File: src/rtl/gdc_pkg.sv
// Garage door controller package: shared types, codes and reset constants.
// No dependencies; imported by every module of the controller.
`default_nettype none

package gdc_pkg;

  // Configuration port geometry
  localparam int unsigned AddrWidth = 4;
  localparam int unsigned DataWidth = 32;

  // Register reset values
  localparam logic [15:0] OpenTimeoutRst  = 16'd10000;
  localparam logic [15:0] CloseTimeoutRst = 16'd30000;
  localparam logic [15:0] RelayPulseRst   = 16'd500;
  localparam logic        SensorLevelRst  = 1'b0;

  // Register index codes (word address bits [3:2])
  typedef enum logic [1:0] {
    REG_OPEN_TIMEOUT  = 2'd0,
    REG_CLOSE_TIMEOUT = 2'd1,
    REG_RELAY_PULSE   = 2'd2,
    REG_SENSOR_LEVEL  = 2'd3
  } reg_idx_e;

  // Input item kinds
  typedef enum logic [1:0] {
    MODE_TICK  = 2'd0,
    MODE_OPEN  = 2'd1,
    MODE_STOP  = 2'd2,
    MODE_CLOSE = 2'd3
  } mode_e;

  // Door state, one-hot
  typedef enum logic [4:0] {
    DOOR_OPEN    = 5'b00001,
    DOOR_CLOSED  = 5'b00010,
    DOOR_OPENING = 5'b00100,
    DOOR_CLOSING = 5'b01000,
    DOOR_STOPPED = 5'b10000
  } door_e;

  // Output codes of the door state
  localparam logic [2:0] DoorCodeOpen    = 3'd0;
  localparam logic [2:0] DoorCodeClosed  = 3'd1;
  localparam logic [2:0] DoorCodeOpening = 3'd2;
  localparam logic [2:0] DoorCodeClosing = 3'd3;
  localparam logic [2:0] DoorCodeStopped = 3'd4;

  // Which relay the running pulse drives
  typedef enum logic [1:0] {
    PULSE_NONE  = 2'd0,
    PULSE_OPEN  = 2'd1,
    PULSE_STOP  = 2'd2,
    PULSE_CLOSE = 2'd3
  } pulse_e;

  // Configuration seen by the core
  typedef struct packed {
    logic [15:0] open_timeout;
    logic [15:0] close_timeout;
    logic [15:0] relay_pulse;
    logic        active_level;
  } cfg_t;

  // One result item
  typedef struct packed {
    logic       timeout_running;
    logic       close_relay_n;
    logic       stop_relay_n;
    logic       open_relay_n;
    logic       target_state;
    logic [2:0] door_state;
  } result_t;

  // Map the one-hot door state to its output code
  function automatic logic [2:0] door_code(input door_e door);
    logic [2:0] code;
    case (door)
      DOOR_OPEN:    code = DoorCodeOpen;
      DOOR_CLOSED:  code = DoorCodeClosed;
      DOOR_OPENING: code = DoorCodeOpening;
      DOOR_CLOSING: code = DoorCodeClosing;
      DOOR_STOPPED: code = DoorCodeStopped;
      default:      code = DoorCodeClosed;
    endcase
    return code;
  endfunction

endpackage

`default_nettype wire

File: src/rtl/gdc_apb_regs.sv
// Garage door controller configuration registers behind an APB-style port.
// Depends on gdc_pkg for register codes, reset values and cfg_t.
`default_nettype none

module gdc_apb_regs import gdc_pkg::*; (
  input  wire logic                 clk_i,
  input  wire logic                 rst_ni,
  input  wire logic                 psel,
  input  wire logic                 penable,
  input  wire logic                 pwrite,
  input  wire logic [AddrWidth-1:0] paddr,
  input  wire logic [DataWidth-1:0] pwdata,
  output logic      [DataWidth-1:0] prdata,
  output logic                      pready,
  output cfg_t                      cfg_o
);

  cfg_t     cfg_q;
  cfg_t     cfg_d;
  logic     wr_en;
  reg_idx_e idx;

  assign pready = 1'b1;
  assign wr_en  = psel & penable & pwrite;
  assign idx    = reg_idx_e'(paddr[3:2]);

  // Register write decode
  always_comb begin
    cfg_d = cfg_q;
    if (wr_en) begin
      case (idx)
        REG_OPEN_TIMEOUT:  cfg_d.open_timeout  = pwdata[15:0];
        REG_CLOSE_TIMEOUT: cfg_d.close_timeout = pwdata[15:0];
        REG_RELAY_PULSE:   cfg_d.relay_pulse   = pwdata[15:0];
        REG_SENSOR_LEVEL:  cfg_d.active_level  = pwdata[0];
        default:           cfg_d = cfg_q;
      endcase
    end
  end

  always_ff @(posedge clk_i or negedge rst_ni) begin
    if (!rst_ni) begin
      cfg_q.open_timeout  <= OpenTimeoutRst;
      cfg_q.close_timeout <= CloseTimeoutRst;
      cfg_q.relay_pulse   <= RelayPulseRst;
      cfg_q.active_level  <= SensorLevelRst;
    end else begin
      cfg_q <= cfg_d;
    end
  end

  // Read back
  always_comb begin
    case (idx)
      REG_OPEN_TIMEOUT:  prdata = {16'd0, cfg_q.open_timeout};
      REG_CLOSE_TIMEOUT: prdata = {16'd0, cfg_q.close_timeout};
      REG_RELAY_PULSE:   prdata = {16'd0, cfg_q.relay_pulse};
      REG_SENSOR_LEVEL:  prdata = {31'd0, cfg_q.active_level};
      default:           prdata = '0;
    endcase
  end

  assign cfg_o = cfg_q;

endmodule

`default_nettype wire

File: src/rtl/gdc_core.sv
// Garage door controller core: door state, operation timeout, relay pulses.
// Depends on gdc_pkg; state advances by one item on each step strobe.
`default_nettype none

module gdc_core import gdc_pkg::*; #(
  parameter int unsigned COUNT_WIDTH = 16
) (
  input  wire logic       clk_i,
  input  wire logic       rst_ni,
  input  wire logic       step_i,
  input  wire logic [1:0] mode_i,
  input  wire logic       sensor_enable_i,
  input  wire logic       close_sensor_level_i,
  input  cfg_t            cfg_i,
  output result_t         result_o
);

  localparam logic [63:0] CntMax = (64'd1 << COUNT_WIDTH) - 64'd1;
  localparam logic [COUNT_WIDTH-1:0] CntOne = COUNT_WIDTH'(1);

  // Clamp a register value into the counter range, zero counts as one
  function automatic logic [COUNT_WIDTH-1:0] load_count(input logic [15:0] v);
    logic [63:0] ext;
    ext = 64'(v);
    if (ext == 64'd0) ext = 64'd1;
    if (ext > CntMax) ext = CntMax;
    return ext[COUNT_WIDTH-1:0];
  endfunction

  door_e                  door_q, door_d;
  logic                   goal_q, goal_d;
  logic [COUNT_WIDTH-1:0] to_left_q, to_left_d;
  logic                   to_act_q, to_act_d;
  logic                   to_close_q, to_close_d;
  logic                   seen_q, seen_d;
  logic [COUNT_WIDTH-1:0] pls_left_q, pls_left_d;
  pulse_e                 pls_which_q, pls_which_d;
  logic                   closed_now;
  mode_e                  mode;

  assign mode       = mode_e'(mode_i);
  assign closed_now = sensor_enable_i & (close_sensor_level_i == cfg_i.active_level);

  // Next state for one item
  always_comb begin
    door_d      = door_q;
    goal_d      = goal_q;
    to_left_d   = to_left_q;
    to_act_d    = to_act_q;
    to_close_d  = to_close_q;
    seen_d      = seen_q;
    pls_left_d  = pls_left_q;
    pls_which_d = pls_which_q;
    case (mode)
      MODE_TICK: begin
        // relay pulse countdown
        if (pls_left_q != '0) begin
          pls_left_d = pls_left_q - CntOne;
          if (pls_left_q == CntOne) pls_which_d = PULSE_NONE;
        end
        // close sensor edges override the door state
        if (sensor_enable_i && (closed_now != seen_q)) begin
          if (closed_now) begin
            if (door_q == DOOR_CLOSING) begin
              to_act_d  = 1'b0;
              to_left_d = '0;
            end
            door_d = DOOR_CLOSED;
            goal_d = 1'b1;
          end else begin
            if (door_q == DOOR_OPENING) begin
              to_act_d  = 1'b0;
              to_left_d = '0;
            end
            door_d = DOOR_OPEN;
            goal_d = 1'b0;
          end
          seen_d = closed_now;
        end
        // operation timeout
        if (to_act_d) begin
          if (to_left_d != '0) to_left_d = to_left_d - CntOne;
          if (to_left_d == '0) begin
            to_act_d = 1'b0;
            if (to_close_q) begin
              door_d = (!sensor_enable_i || closed_now) ? DOOR_CLOSED : DOOR_STOPPED;
            end else begin
              door_d = DOOR_OPEN;
            end
          end
        end
      end
      MODE_OPEN: begin
        goal_d = 1'b0;
        if ((door_q != DOOR_OPEN) && (door_q != DOOR_OPENING)) begin
          door_d      = DOOR_OPENING;
          pls_which_d = PULSE_OPEN;
          pls_left_d  = load_count(cfg_i.relay_pulse);
          to_close_d  = 1'b0;
          to_left_d   = load_count(cfg_i.open_timeout);
          to_act_d    = 1'b1;
        end
      end
      MODE_STOP: begin
        if ((door_q == DOOR_OPENING) || (door_q == DOOR_CLOSING)) begin
          door_d      = DOOR_STOPPED;
          pls_which_d = PULSE_STOP;
          pls_left_d  = load_count(cfg_i.relay_pulse);
          to_act_d    = 1'b0;
          to_left_d   = '0;
        end
      end
      MODE_CLOSE: begin
        goal_d = 1'b1;
        if ((door_q != DOOR_CLOSED) && (door_q != DOOR_CLOSING)) begin
          door_d      = DOOR_CLOSING;
          pls_which_d = PULSE_CLOSE;
          pls_left_d  = load_count(cfg_i.relay_pulse);
          to_close_d  = 1'b1;
          to_left_d   = load_count(cfg_i.close_timeout);
          to_act_d    = 1'b1;
        end
      end
      default: begin
        door_d = door_q;
      end
    endcase
  end

  // State registers advance once per accepted item
  always_ff @(posedge clk_i or negedge rst_ni) begin
    if (!rst_ni) begin
      door_q      <= DOOR_CLOSED;
      goal_q      <= 1'b1;
      to_left_q   <= '0;
      to_act_q    <= 1'b0;
      to_close_q  <= 1'b0;
      seen_q      <= 1'b0;
      pls_left_q  <= '0;
      pls_which_q <= PULSE_NONE;
    end else if (step_i) begin
      door_q      <= door_d;
      goal_q      <= goal_d;
      to_left_q   <= to_left_d;
      to_act_q    <= to_act_d;
      to_close_q  <= to_close_d;
      seen_q      <= seen_d;
      pls_left_q  <= pls_left_d;
      pls_which_q <= pls_which_d;
    end
  end

  // Result from the updated state
  always_comb begin
    result_o.door_state      = door_code(door_d);
    result_o.target_state    = goal_d;
    result_o.open_relay_n    = !((pls_left_d != '0) && (pls_which_d == PULSE_OPEN));
    result_o.stop_relay_n    = !((pls_left_d != '0) && (pls_which_d == PULSE_STOP));
    result_o.close_relay_n   = !((pls_left_d != '0) && (pls_which_d == PULSE_CLOSE));
    result_o.timeout_running = to_act_d;
  end

endmodule

`default_nettype wire

File: src/rtl/garage_door_controller_top.sv
// Garage door controller top level: input register, core and result register.
// Each item passes the input register, then the core into the result register.
// Throughput: one item per cycle while the receiver is ready; the state
// update is one registered pass.
// Reset (rst_ni, async, active low): door closed, target closed, relays
// released, no timeout, registers at their defaults. Depends on gdc_pkg.
`default_nettype none

module garage_door_controller_top import gdc_pkg::*; #(
  parameter int unsigned COUNT_WIDTH = 16
) (
  input  wire logic                 clk_i,
  input  wire logic                 rst_ni,
  // input stream
  input  wire logic                 s_axis_tvalid,
  output logic                      s_axis_tready,
  input  wire logic [7:0]           s_axis_tdata,  // [0] sensor_enable, [1] close_sensor_level
  input  wire logic [1:0]           s_axis_tuser,  // [1:0] mode
  // result stream
  output logic                      m_axis_tvalid,
  input  wire logic                 m_axis_tready,
  output logic [7:0]                m_axis_tdata,  // [2:0] door_state, [3] target_state,
                                                   // [4] open_relay_n, [5] stop_relay_n,
                                                   // [6] close_relay_n, [7] timeout_running
  // configuration
  input  wire logic                 psel,
  input  wire logic                 penable,
  input  wire logic                 pwrite,
  input  wire logic [AddrWidth-1:0] paddr,
  input  wire logic [DataWidth-1:0] pwdata,
  output logic      [DataWidth-1:0] prdata,
  output logic                      pready
);

  cfg_t       cfg;
  result_t    result;
  logic       in_valid_q, in_valid_d;
  logic [1:0] mode_q;
  logic       sen_en_q;
  logic       level_q;
  logic       out_valid_q, out_valid_d;
  result_t    out_data_q;
  logic       out_free;
  logic       step;
  logic       in_xfer;

  gdc_apb_regs u_regs (
    .clk_i   (clk_i),
    .rst_ni  (rst_ni),
    .psel    (psel),
    .penable (penable),
    .pwrite  (pwrite),
    .paddr   (paddr),
    .pwdata  (pwdata),
    .prdata  (prdata),
    .pready  (pready),
    .cfg_o   (cfg)
  );

  // Handshake: item moves from input register to result register on step
  assign out_free      = !out_valid_q || m_axis_tready;
  assign step          = in_valid_q && out_free;
  assign s_axis_tready = !in_valid_q || step;
  assign in_xfer       = s_axis_tvalid && s_axis_tready;

  always_comb begin
    in_valid_d = in_valid_q;
    if (in_xfer)   in_valid_d = 1'b1;
    else if (step) in_valid_d = 1'b0;
    out_valid_d = out_valid_q;
    if (step)               out_valid_d = 1'b1;
    else if (m_axis_tready) out_valid_d = 1'b0;
  end

  always_ff @(posedge clk_i or negedge rst_ni) begin
    if (!rst_ni) begin
      in_valid_q  <= 1'b0;
      out_valid_q <= 1'b0;
    end else begin
      in_valid_q  <= in_valid_d;
      out_valid_q <= out_valid_d;
    end
  end

  // Input register
  always_ff @(posedge clk_i) begin
    if (in_xfer) begin
      mode_q   <= s_axis_tuser;
      sen_en_q <= s_axis_tdata[0];
      level_q  <= s_axis_tdata[1];
    end
  end

  gdc_core #(
    .COUNT_WIDTH (COUNT_WIDTH)
  ) u_core (
    .clk_i                (clk_i),
    .rst_ni               (rst_ni),
    .step_i               (step),
    .mode_i               (mode_q),
    .sensor_enable_i      (sen_en_q),
    .close_sensor_level_i (level_q),
    .cfg_i                (cfg),
    .result_o             (result)
  );

  // Result register
  always_ff @(posedge clk_i) begin
    if (step) out_data_q <= result;
  end

  assign m_axis_tvalid = out_valid_q;
  assign m_axis_tdata  = out_data_q;

endmodule

`default_nettype wire

File: config.mk
export PLATFORM = sky130hd
export DESIGN_NAME = garage_door_controller_top
export DESIGN_NICKNAME = d
export VERILOG_FILES = /design/src/rtl/gdc_pkg.sv /design/src/rtl/gdc_apb_regs.sv /design/src/rtl/gdc_core.sv /design/src/rtl/garage_door_controller_top.sv
export SDC_FILE = /design/constraint.sdc
export NUM_CORES = 1
export LEC_CHECK = 0
export ABC_AREA = 1
export BUFFER_PORTS_ARGS = -buffer_cell sky130_fd_sc_hd__buf_2
export CAP_MARGIN = 20
export CORE_AREA = 2 2 115 117
export DETAILED_ROUTE_END_ITERATION = 6
export DIE_AREA = 0 0 117 119
export GPL_TIMING_DRIVEN = 0
export PLACE_DENSITY = 0.86
export SETUP_SLACK_MARGIN = 0.2
export SYNTH_ARGS = -nofsm -noshare
export SYNTH_HDL_FRONTEND = slang
export SYNTH_SLANG_ARGS = --single-unit
File: constraint.sdc
create_clock -name clk_i -period 7.15 [get_ports clk_i]
set_input_delay 1.0725 -clock clk_i [delete_from_list [all_inputs] [get_ports clk_i]]
set_output_delay 1.0725 -clock clk_i [all_outputs]
set_load 0.02 [all_outputs]
==> Word-level counts from Yosys, hierarchy flattened <==
Index checks and enable logic that the tools add are counted.
W data, S select, Z words.
{ "word_totals": {"reg_bits": 106, "inputBits": 53, "output_inout_bits": 43, "wordCells": 170} }
{ "classes": {"n_addsub": 2, "magnitude_cmp": 5, "eq_ne": 25, "mux": 75, "bitwise": 3, "reduce_logical": 37} }
{ "ops": {"columns": ["operator", "n"], "rows": [
  ["$mux W64", 10],
  ["$mux W16", 24],
  ["$gt A64 B16 Y1 const B", 5],
  ["$pmux W16 S4", 2],
  ["$pmux W32 S4", 1],
  ["$logic_not A16 Y1", 4],
  ["$reduce_bool A16 Y1", 3],
  ["$mux W5", 8],
  ["$sub A16 B1 Y16 const B", 2],
  ["$pmux W5 S4", 1],
  ["$mux W1", 18],
  ["$eq A16 B1 Y1 const B", 1],
  ["$eq A2 B2 Y1 const B", 6],
  ["$mux W2", 6],
  ["$pmux W3 S4", 1],
  ["$eq A5 B3 Y1 const B", 2],
  ["$eq A5 B4 Y1 const B", 2],
  ["$logic_and A1 B1 Y1", 8],
  ["$pmux W2 S4", 1],
  ["$reduce_and A2 Y1", 4],
  ["$reduce_and A4 Y1", 2],
  ["$eq A2 B1 Y1 const B", 3],
  ["$logic_not A1 Y1", 6],
  ["$ne A2 B1 Y1 const B", 3],
  ["16 further kinds", 24]
]} }

==> Longest topological paths before layout <==
{ "logic_depth": {"word_depth": 16, "mapped_depth": 29, "ltp_nobuf": 27} }

==> By module <==
A second synthesis with hierarchy kept.
{ "hier_totals": {"hier_cells": 999, "hier_area_um2": 7121.8} }
{ "by_module_without_submodules": {"columns": ["module", "instances", "cells_each", "area_each_um2"], "rows": [
  ["gdc_core", 1, 666, 4240.3],
  ["gdc_apb_regs", 1, 309, 2426.1],
  ["garage_door_controller_top", 1, 24, 455.4]
]} }

==> Least setup slack after synthesis <==
Ideal clock, no wire load.
{ "synth_path": {"kind": "reg-to-reg", "startpoint": "reg u_core.door_q[0]", "endpoint": "reg out_data_q (netlist bit m_axis_tdata[0]), data pin", "setup_time_ns": 0.252, "arrival_ns": 3.007, "setup_slack_ns": 3.891, "path_stages_with_launch": 25, "n_path_buf": 3, "path_cell_list": "dfrtp_1 -> nor2_2 -> nand2_1 -> nor2_1 -> nand2_1 -> nand2_2 -> nand2_4 -> buf_6 -> buf_4 -> nand2_1 -> ha_1 -> nand2_2 -> nor2_4 -> nand2_2 -> buf_6 -> nand2_1 -> nand3_2 -> nor3_4 -> nand3_2 -> nand3_1 -> nand2_2 -> nor3_1 -> nand2_1 -> nand2_1 -> nand2_1"} }
{ "synth_rtl": {"columns": ["item", "line", "source"], "rows": [
  ["start, declared", "gdc_core.sv:30", "door_e door_q, door_d;"],
  ["start signal, assigned", "gdc_core.sv:142", "door_q <= door_d;"],
  ["end signal, assigned", "garage_door_controller_top.sv:109", "if (step) out_data_q <= result;"],
  ["end, declared", "garage_door_controller_top.sv:42", "result_t out_data_q;"]
]} }

==> flow_metrics.tcl <==
set metrics [dict create \
    clkTransAtPathRegs_ns 0.08 \
    ys_warn_count 0 \
    yosysSeqAreaShare_pct 40.21 \
    postCtsSetupBuffers 0 \
    grt_pass1_wl_mm 31.87 \
    syn-mean-instance-area_sq_um 7.085 \
    area_growth_pct 12.73 \
    synth_cells 961 \
    drcViolationCount 0 \
    ir_worst_vdd_mv 0.1874 \
    netlist_area_sq_mm 0.006809 \
    max-cap-violations 0 \
    die_width_um 117 \
    worst_ep_required_time_ns 7.27 \
    fin_tns_setup_ns 0 \
    min_period_ns 4.005 \
    async_flop_share_pct 88.68 \
    worstSetupPathType "flip-flop to flip-flop" \
    cts_resized 0 \
    cts_buffers 9 \
    grt_use_total_pct 29.17 \
    skew_ns 0.01092 \
    grt_overflow_total 0 \
    p_leak_nw 3.718 \
    nNetsFinal 1099 \
    whs_ns 0.4929 \
    min_from "u_regs.cfg_o[26]$_DFFE_PN0P_" \
    dr.pass1.iters 6 \
    antenna-diode-count 0 \
    place_congestion 1.004 \
    fin_cells 1223 \
    clkSinkCount 106 \
    slew_violations 0 \
    vias 6898 \
    critPathMaxStageDelay_ns 0.48 \
    synthFlopType "dfrtp_1" \
    ys_types 50 \
    initial_core_util_pct 52.89 \
    finalSetupViolations 0 \
    rsz0062_at_grt "false" \
    r2r_slack_ns 3.14 \
    row_count 42 \
    layout_commonest_cell "nand2_1" \
    startpoint_type "flip-flop" \
    synth_edf_count 12 \
    holdPathEnd "u_regs.cfg_o[26]$_DFFE_PN0P_" \
    cts_tree "done" \
    wl_mm 19.48 \
    powerDensity_mw_per_mm2 376.1 \
    cts-htree-levels 3 \
    cp.arrival_ns 4.13 \
    synth_seq_cells 106 \
    wire_per_inst_um 15.93 \
    path_cells "inv_1 -> nand2_1 -> nand2_1 -> nand3b_2 -> nand2_2 -> nand2_4 -> buf_6 -> buf_4 -> nand2_1 -> ha_1 -> nand2_2 -> nor2_4 -> nand2_2 -> buf_6 -> o21ai_1 -> nand3_1 -> nor3_4 -> nand4_1 -> nand3_1 -> nand2_1 -> nor2_1 -> nand3_1 -> nand2_1 -> nand2_1" \
    cpMostUsedCell "nand2_1" \
    core_area_sq_mm 0.01287 \
    postRouteAntennaNets 0 \
    cp-end-kind "flip-flop" \
    path_buf_inv 4 \
    clk_latency_ns 0.37 \
    fillers 1208 \
    cts_hold_buffers 0 \
    dieArea_sq_mm 0.01392 \
    antenna_found_initial 0 \
    dpl.cell_count 1207 \
    hold_viol_final 0 \
    slowest_stage "dfrtp_1" \
    grt_pass1_vias 6368 \
    routed_via_density 5.640 \
    hold_path_class "flip-flop to flip-flop" \
    worst_slack_ns 3.145 \
    ios 96 \
    grt_max_degree 66 \
    max-clock-path-buffers 2 \
    die_h_um 119 \
    relSlewSlack_pct 34.32 \
    outcome "completed" \
    worst_path_dominant_cell_family "simple AND/OR/NAND/NOR gates" \
    hpwl_mm 14.53 \
    fin_util_pct 59.62 \
    drt_iter0_markers 707 \
    root_buffer "clkbuf_16" \
    rr_startpoint "u_regs.cfg_o[0]$_DFFE_PN0P_" \
    regToRegEndpoint "m_axis_tdata[0]$_DFFE_PP_" \
    max_freq_mhz 249.7 \
    final_area_sq_mm 0.007676 \
    worst_slew_pin_slew_ns 0.9768 \
    dpl_cell_area_sq_mm 0.007386 \
    drive_above_1_share_pct 13.47 \
    finalCritPeriodShare_pct 56.02 \
    pre_cts_ws_ns 3.282 \
    reg2reg_depth 24 \
    hold_depth 2 \
    p_total_mw 2.887 \
    portBuffers 54 \
    final_cell_mix "258 x nand2_1, 134 x o21ai_0, 131 x inv_1, 74 x dfrtp_1, 70 x nor2_1" \
    critPathMaxFanout 10 \
]
[report_power, final]
group	leakage [nW]	total [mW]	internal [mW]	switching [mW]
combinational	2.31	1.37	0.451	0.923
sequential	1.26	1.01	0.818	0.196
clock	0.146	0.500	0.247	0.254
[flip-flops by register name, indices dropped and copies added (netlist names)]
name	cells
in_valid_q	1
level_q	1
m_axis_tdata	8
m_axis_tvalid	1
mode_q	2
sen_en_q	1
u_core.door_q	5
u_core.goal_q	1
u_core.pls_left_q	16
u_core.pls_which_q	2
u_core.seen_q	1
u_core.to_act_q	1
u_core.to_close_q	1
u_core.to_left_q	16
u_regs.cfg_o	49
[cells in the mapped netlist (5+ instances only)]
cell      count  area (sq um)
dfstp_2      20         525.5
nor2_2        6         37.54
o21ai_0     134         670.6
buf_4        19         142.6
nand2_1     258         968.4
inv_1       131         491.7
o21ai_1      10         50.05
o22ai_1      14         87.58
nand2_2      10         62.56
clkbuf_1     22         82.58
o221ai_1     16         140.1
dfrtp_1      74          1852
nor3_1        7         35.03
nor4_1        5         31.28
edfxtp_1     12         360.4
a22oi_1       5         37.54
nand4_1      22         137.6
o41ai_1       6         52.55
nor2_1       70         262.8
nand3_1      36         180.2
a21oi_1      35         175.2
[cells by family (layout without fill, tap and decap cells)]
logic type	count (synthesis)	in the layout	share of synthesized area (%)
compound gates	236	236	19.97
fa+ha+maj	4	4	0.7351
flops	106	106	40.21
simple gates	424	424	26.66
buf+inv	181	252	11.26
other cells	2	17	0.1103
xor+xnor	7	7	0.9004
mux	1	1	0.1470
[worst max path at each step]
stage,slack [ns],depth (start not counted),from,end
floorplan,3.89,24,u_core.door_q[0]$_DFFE_PN0P_,m_axis_tdata[0]$_DFFE_PP_
global placement,3.32,24,u_regs.cfg_o[0]$_DFFE_PN0P_,m_axis_tdata[0]$_DFFE_PP_
detailed placement,3.28,24,u_regs.cfg_o[0]$_DFFE_PN0P_,m_axis_tdata[0]$_DFFE_PP_
CTS,3.27,24,u_core.door_q[0]$_DFFE_PN0P_,m_axis_tdata[0]$_DFFE_PP_
global route,2.87,25,u_regs.cfg_o[0]$_DFFE_PN0P_,m_axis_tdata[0]$_DFFE_PP_
finish,3.14,24,u_regs.cfg_o[0]$_DFFE_PN0P_,m_axis_tdata[0]$_DFFE_PP_
[worst min-delay path: stages (launching register included)]
cell and delay, ns:
dfrtp_1 0.35, nand2_1 0.05, o21ai_0 0.06
[metal layers]
layer	track usage, %	vias to the layer above	wire length [um]
met1	41.62	3204	8332
met4	11.32	0	603
met3	3.868	44	1455
met2	45.09	330	9090
met5	0	-	0
li1	-	3320	-
[cell type report]
| cell class | instances | area (sq um) | area share [%] |
|---|---|---|---|
| sequential | 106 | 2738 | 35.66 |
| clock inverter | 7 | 65.06 | 0.8476 |
| buffer | 46 | 260.3 | 3.390 |
| timing repair buffer | 55 | 300.3 | 3.912 |
| tap | 176 | 220.2 | 2.869 |
| inverter | 135 | 506.7 | 6.601 |
| multi-input combinational | 689 | 3361 | 43.78 |
| clock buffer | 9 | 225.2 | 2.934 |
Note: power is estimated with default switching activity, not from simulation.
